**src/design/chsa_pkg.sv**
```systemverilog
package chsa_pkg;

  localparam int unsigned TRIG_FRAC_BITS_DEFAULT = 15;

  // sine and cosine series run in Q2.30
  localparam int unsigned WORK_BITS = 30;
  localparam int unsigned SERIES_TERMS = 6;

  // angle front end, series cells, rounding and quadrant stage
  localparam int unsigned TRIG_LATENCY = 6 + 2 * SERIES_TERMS + 1;

  localparam int unsigned HUE_W = 16;
  localparam int unsigned SAT_W = 9;
  localparam int unsigned CHROMA_W = 8;
  localparam int unsigned CFG_INDEX_W = 1;
  localparam int unsigned CFG_DATA_W = 16;

  typedef logic [HUE_W-1:0] hue_t;
  typedef logic signed [SAT_W-1:0] sat_t;
  typedef logic [CHROMA_W-1:0] chroma_t;

  localparam logic [CFG_INDEX_W-1:0] REG_HUE = 1'b0;
  localparam logic [CFG_INDEX_W-1:0] REG_SAT = 1'b1;

  localparam hue_t HUE_RESET = 16'd4500;
  localparam sat_t SAT_RESET = 9'sd116;

  localparam int CHROMA_BIAS = 128;
  localparam int PERCENT = 100;

endpackage

```
**src/design/chsa_mix.sv**
```systemverilog
module chsa_mix import chsa_pkg::*; #(
  parameter int unsigned FRAC_BITS = TRIG_FRAC_BITS_DEFAULT
) (
  input  logic                        clk,
  input  logic                        rst,
  input  logic                        in_valid,
  output logic                        in_ready,
  input  chroma_t                     cb_in,
  input  chroma_t                     cr_in,
  input  sat_t                        sat,
  input  logic signed [FRAC_BITS+1:0] cos_val,
  input  logic signed [FRAC_BITS+1:0] sin_val,
  output logic                        out_valid,
  input  logic                        out_ready,
  output chroma_t                     cb_out,
  output chroma_t                     cr_out
);

  localparam int unsigned DOT_W = FRAC_BITS + 12;
  localparam int unsigned PROD_W = DOT_W + SAT_W;
  localparam int unsigned M_W = PROD_W - FRAC_BITS;
  // floor(m / 100) + 128 stays in 0..255 only for m in this range
  localparam int RANGE_LO = -(CHROMA_BIAS * PERCENT);
  localparam int RANGE_HI = (256 - CHROMA_BIAS) * PERCENT - 1;
  localparam logic [12:0] DIV100_RECIP = 13'd5243;
  localparam int unsigned DIV100_SHIFT = 19;
  localparam logic [8:0] BIAS9 = 9'(CHROMA_BIAS);

  function automatic chroma_t finish_chroma(input logic signed [M_W-1:0] m);
    logic signed [M_W-1:0] mc;
    logic [14:0] off;
    logic [27:0] prod;
    if (m < RANGE_LO) begin
      mc = M_W'(RANGE_LO);
    end else if (m > RANGE_HI) begin
      mc = M_W'(RANGE_HI);
    end else begin
      mc = m;
    end
    off = 15'(mc - M_W'(RANGE_LO));
    prod = 28'(off) * 28'(DIV100_RECIP);
    return prod[DIV100_SHIFT+7:DIV100_SHIFT];
  endfunction

  logic v0;
  logic v1;
  logic v2;
  logic en0;
  logic en1;
  logic en2;
  logic en3;

  // each stage moves when the one after it can take the item
  assign en3 = !out_valid || out_ready;
  assign en2 = !v2 || en3;
  assign en1 = !v1 || en2;
  assign en0 = !v0 || en1;
  assign in_ready = en0;

  logic signed [8:0] b0;
  logic signed [8:0] r0;
  logic              neutral0;
  chroma_t           cb0;
  chroma_t           cr0;
  logic signed [8:0] b_in;
  logic signed [8:0] r_in;

  assign b_in = $signed({1'b0, cb_in} - BIAS9);
  assign r_in = $signed({1'b0, cr_in} - BIAS9);

  always_ff @(posedge clk) begin
    if (rst) begin
      v0 <= 1'b0;
    end else if (en0) begin
      v0 <= in_valid;
    end
  end

  always_ff @(posedge clk) begin
    if (en0 && in_valid) begin
      b0       <= b_in;
      r0       <= r_in;
      neutral0 <= (b_in == 9'sd0) || (r_in == 9'sd0);
      cb0      <= cb_in;
      cr0      <= cr_in;
    end
  end

  logic signed [DOT_W-1:0] dot_b1;
  logic signed [DOT_W-1:0] dot_r1;
  logic                    neutral1;
  chroma_t                 cb1;
  chroma_t                 cr1;

  always_ff @(posedge clk) begin
    if (rst) begin
      v1 <= 1'b0;
    end else if (en1) begin
      v1 <= v0;
    end
  end

  always_ff @(posedge clk) begin
    if (en1 && v0) begin
      dot_b1   <= DOT_W'(b0) * DOT_W'(cos_val) + DOT_W'(r0) * DOT_W'(sin_val);
      dot_r1   <= DOT_W'(r0) * DOT_W'(cos_val) - DOT_W'(b0) * DOT_W'(sin_val);
      neutral1 <= neutral0;
      cb1      <= cb0;
      cr1      <= cr0;
    end
  end

  logic signed [PROD_W-1:0] gain_b;
  logic signed [PROD_W-1:0] gain_r;
  logic signed [PROD_W-1:0] floor_b;
  logic signed [PROD_W-1:0] floor_r;
  logic signed [M_W-1:0]    m_b2;
  logic signed [M_W-1:0]    m_r2;
  logic                     neutral2;
  chroma_t                  cb2;
  chroma_t                  cr2;

  // arithmetic shift floors the division by 2^FRAC_BITS
  assign gain_b  = PROD_W'(sat) * PROD_W'(dot_b1);
  assign gain_r  = PROD_W'(sat) * PROD_W'(dot_r1);
  assign floor_b = gain_b >>> FRAC_BITS;
  assign floor_r = gain_r >>> FRAC_BITS;

  always_ff @(posedge clk) begin
    if (rst) begin
      v2 <= 1'b0;
    end else if (en2) begin
      v2 <= v1;
    end
  end

  always_ff @(posedge clk) begin
    if (en2 && v1) begin
      m_b2     <= floor_b[M_W-1:0];
      m_r2     <= floor_r[M_W-1:0];
      neutral2 <= neutral1;
      cb2      <= cb1;
      cr2      <= cr1;
    end
  end

  always_ff @(posedge clk) begin
    if (rst) begin
      out_valid <= 1'b0;
    end else if (en3) begin
      out_valid <= v2;
    end
  end

  always_ff @(posedge clk) begin
    if (en3 && v2) begin
      cb_out <= neutral2 ? cb2 : finish_chroma(m_b2);
      cr_out <= neutral2 ? cr2 : finish_chroma(m_r2);
    end
  end

  a_stage_hold: assert property (@(posedge clk) disable iff (rst)
    v1 && !en1 |=> v1 && $stable(dot_b1) && $stable(dot_r1))
    else $error("stalled stage lost its products");

  a_reset_empty: assert property (@(posedge clk)
    rst |=> !v0 && !v1 && !v2 && !out_valid)
    else $error("pipeline not empty after reset");

endmodule

```
**config.mk**
```make
export PLATFORM = sky130hd
export DESIGN_NAME = chsa_mix
export DESIGN_NICKNAME = d
export VERILOG_FILES = /design/src/design/chsa_pkg.sv /design/src/design/chsa_mix.sv
export SDC_FILE = /design/constraint.sdc
export NUM_CORES = 2
export LEC_CHECK = 0
export ABC_AREA = 1
export ABC_CLOCK_PERIOD_IN_PS = 9890
export BUFFER_PORTS_ARGS = -buffer_cell sky130_fd_sc_hd__buf_2
export CORE_ASPECT_RATIO = 1.2
export CORE_UTILIZATION = 30
export DETAILED_ROUTE_END_ITERATION = 16
export PLACE_DENSITY_LB_ADDON = 0.15
export SYNTH_ARGS = -nofsm -noshare
export SYNTH_HDL_FRONTEND = slang
export SYNTH_SLANG_ARGS = --single-unit
```
**constraint.sdc**
```tcl
create_clock -name clk -period 9.89 [get_ports clk]
set_input_delay 1.4835 -clock clk [delete_from_list [all_inputs] [get_ports clk]]
set_output_delay 1.4835 -clock clk [all_outputs]
set_load 0.01 [all_outputs]
```
==> impl_summary.md <==
Status
The run finished with clean final reports.

STA
Setup violations remaining at the end of the flow were counted as 0. The highest attainable clock frequency is 140 MHz. Setup repair after global routing left no endpoint under its margin. The routed design could run at a clock period as short as 7.13 ns. Setup total negative slack on the finished layout was measured at 0 ns. The worst relative slew slack is 23.3%.

The number of max-slew violations in the final report came to 0. The worst path uses 72.1% of the clock period. At the pin with the least slew margin, the transition time is 1.15 ns. The hold violation count in the final report came to 0. The clock skew after layout is 0.0246 ns.

Cells and area
The fraction of final layout cells sized beyond drive strength 1 is 4.59%. The fill cell total of the finished layout is 18684. Leaving out fill and tap cells, the most frequent cell in the layout is sky130_fd_sc_hd__inv_1. The net count of the finished layout is 7886. The synthesis-to-layout area growth is 6.01%. Leaving out fill and tap cells, the most frequent cells in the layout are 1802 x sky130_fd_sc_hd__inv_1, 1399 x sky130_fd_sc_hd__nand2_1, 1124 x sky130_fd_sc_hd__fa_1.

Drt
Using the TritonRoute via totals, the vias-per-cell ratio works out to 4.45. The first detailed-routing pass ran for 5 iterations. The number of nets still failing antenna checks after routing is 0. After detailed routing, the number of remaining DRC violations is 0. The total wire length is 136000 um.

The total number of vias is 37716. Dividing the detail-routed wire length by the instance count gives 16.1 um. In this run, the number of DRC markers left after iteration 0 of detailed routing was 1563.

Clock tree
The later pin in the worst-skew pair is clocked with a latency of 0.53 ns. The CTS buffer count is 17. The library cell used as clock root buffer is sky130_fd_sc_hd__clkbuf_16. The number of buffers added for setup after CTS is 0. The buffer depth of the longest clock path is 2. The hold buffer count at cts is 0. In this run, post-CTS repair resized a total of 0 instances. Clock-pin slew was measured on the worst setup and hold paths at 0.09 ns. The count of clock tree sinks is 169.

The H-tree was split into 4 levels. TritonCTS built the clock tree.

Worst hold path
The tightest min-delay check is of the reg -> reg type. The number of stages on the worst hold path is 0.

Setup path
The worst setup path is launched from a primary input. The critical-path maximum fanout is 17. The data arrival at the endpoint of the critical path is 7.42 ns. The critical path in this run is classified as in -> reg. The data required time of the critical path is 10.18 ns. The number of cells on the worst reg-to-reg path is 24. The critical path capture point type is a register.

Synthesis
The number of nets in the synthesized netlist is 8006. The cell count after synthesis came out at 6278. After synthesis, the cell types taking the most area are sky130_fd_sc_hd__fa_1 42%, sky130_fd_sc_hd__inv_1 13%, sky130_fd_sc_hd__ha_1 13%.

Summed over its instances, the top area cell type makes up 42.4% of the synthesized netlist area. In this run the mean area of a mapped cell was 8.46 sq um. The synthesized netlist contains 53 unique library cells. Of all cell types, the one taking the most synthesized area is sky130_fd_sc_hd__fa_1.

For this run, the number of Yosys warnings is 0. The cell area that synthesis handed to floorplanning was 53100 sq um. The synthesized design contains 169 register bits. After synthesis, flip-flops and latches occupy 9.48% of the total area.

Floorplan
81 I/O pins were placed. The total area inside the core boundary comes to 175000 sq um. In this run the horizontal extent of the chip is 386 um. The vertical die dimension is 463 um. The die covers 179000 sq um. The initial utilization of the core area, before any placement, comes to 30.3%. Row generation in the floorplan step produced 168 rows.

GRT
Global routing consumed, on the met1 layer, 21.5% of the routing resources. The initial antenna violation count is 15. In the global route stage, met2 resource usage came out at 27.7%. Entering global routing, the biggest net connects 72 pins. The number of global-route vias before repair is 41651. For this run, the total global-route usage over all layers was measured as 16.0%. The global routing met3 resource utilization is 1.84%. The layer flagged by global routing as most heavily used is met2. The first global-routing pass estimated 225000 um of wire. For this run the aggregate overflow at the end of global routing stands at 0.

Job
The number of maximum-capacitance constraint violations is 0.

Placed design
The quantity of I/O buffers inserted on ports is 80. The half-perimeter wire length after detailed placement is 116000 um. The congestion estimate from routability-driven global placement came to 0.828.
==> cell usage after synthesis, drive strengths merged <==
cell     count
a21o        20
a21boi       2
o21bai      16
o211ai       5
fa        1124
xnor2       51
dfxtp        4
nand4       30
nor4        17
a31oi       24
nor3b        1
a2111oi      1
a21oi      164
a211oi       5
and3         1
o21a        10
o22ai        1
o311ai       2
nor3        27
ha         541
o31ai        4
edfxtp     165
a221oi       4
clkbuf     236
o21ai      114
or2         79
and2         1
nand2     1436
buf         14
xor2        85
nand3b       5
nor2       193
inv       1813
nand3       80
o221ai       2
a22o         1
==> flip-flops by register name, indices dropped and copies added, names as in the netlist <==
register / count
cb0: 1
b0: 8
out_valid: 1
cr1: 8
dot_r1: 27
cb_out: 8
cb1: 8
r0: 8
cr_out: 8
cr2: 8
dot_b1: 27
cb2: 8
neutral1: 1
v0: 1
m_r2: 21
v1: 1
m_b2: 21
cr0: 1
v2: 1
neutral2: 1
neutral0: 1
==> worst max-delay path, stage by stage <==
cell	delay [ns]
sky130_fd_sc_hd__buf_2	0.37
sky130_fd_sc_hd__nand2_1	0.14
sky130_fd_sc_hd__fa_1	0.58
sky130_fd_sc_hd__inv_1	0.05
sky130_fd_sc_hd__fa_1	0.51
sky130_fd_sc_hd__fa_1	0.43
sky130_fd_sc_hd__fa_1	0.54
sky130_fd_sc_hd__inv_1	0.06
sky130_fd_sc_hd__fa_1	0.52
sky130_fd_sc_hd__inv_1	0.05
sky130_fd_sc_hd__fa_1	0.49
sky130_fd_sc_hd__fa_1	0.41
sky130_fd_sc_hd__ha_1	0.36
sky130_fd_sc_hd__nand2_1	0.13
sky130_fd_sc_hd__nor2_1	0.32
sky130_fd_sc_hd__a21oi_1	0.19
sky130_fd_sc_hd__o21ai_0	0.45
sky130_fd_sc_hd__a21oi_1	0.15
sky130_fd_sc_hd__xnor2_1	0.16
==> through the flow <==
| step | instance area, sq um | hold WS, ns | cells | setup WS (ns) | utilization [%] |
|---|---|---|---|---|---|
| floorplan | 53100 | 0.400 | 6278 | 2.75 | - |
| global placement | 55700 | 0.402 | 8434 | 2.28 | 31.7 |
| detailed placement | 55700 | 0.405 | 8434 | 2.29 | 31.7 |
| CTS | 56300 | 0.422 | 8466 | 2.87 | 32.1 |
| global route | 56300 | 0.422 | 8467 | 2.45 | 32.1 |
| finish | 56300 | 0.419 | 8478 | 2.76 | 32.1 |
==> routing by layer <==
layer,up-vias,part of all wire [%],wire length [um]
met5,-,0.087,119
met1,19163,46,62700
li1,17974,-,-
met2,471,49,66600
met4,22,1.2,1610
met3,86,3.9,5290
==> final cells by class <==
type | instances | area (sq um) | area share (%)
Inverter | 1813 | 6810 | 12.1
Tap cell | 2295 | 2870 | 5.10
Sequential cell | 169 | 5030 | 8.94
Timing Repair Buffer | 111 | 633 | 1.12
Clock buffer | 17 | 425 | 0.756
Clock inverter | 15 | 194 | 0.344
Antenna cell | 12 | 30.0 | 0.0533
Multi-Input combinational cell | 4046 | 40300 | 71.6
==> final timing paths <==
kind,start,to,slack [ns]
setup / recovery,cos_val[7],dot_r1[17]$_DFFE_PP_,2.76
hold / removal,cb1[4]$_DFFE_PP_,cb2[4]$_DFFE_PP_,0.42
setup reg to reg,r0[6]$_DFFE_PP_,dot_b1[24]$_DFFE_PP_,2.94
hold reg to reg,cb1[4]$_DFFE_PP_,cb2[4]$_DFFE_PP_,0.42
==> cell families (layout without fill, tap and decap cells) <==
family	after synthesis	in the layout	synth area share [%]
AO/OA/AOI/OAI	375	375	4.01
XOR/XNOR	136	136	2.27
adder cells (fa/ha/maj)	1665	1665	55.1
buffers and inverters	2063	1956	14.6
flip-flops	169	169	9.48
other	0	12	0
AND/OR/NAND/NOR	1870	1870	14.5
Power is not shown: default switching activity piles up to over one toggle a cycle in this logic, so the estimate is an artifact.
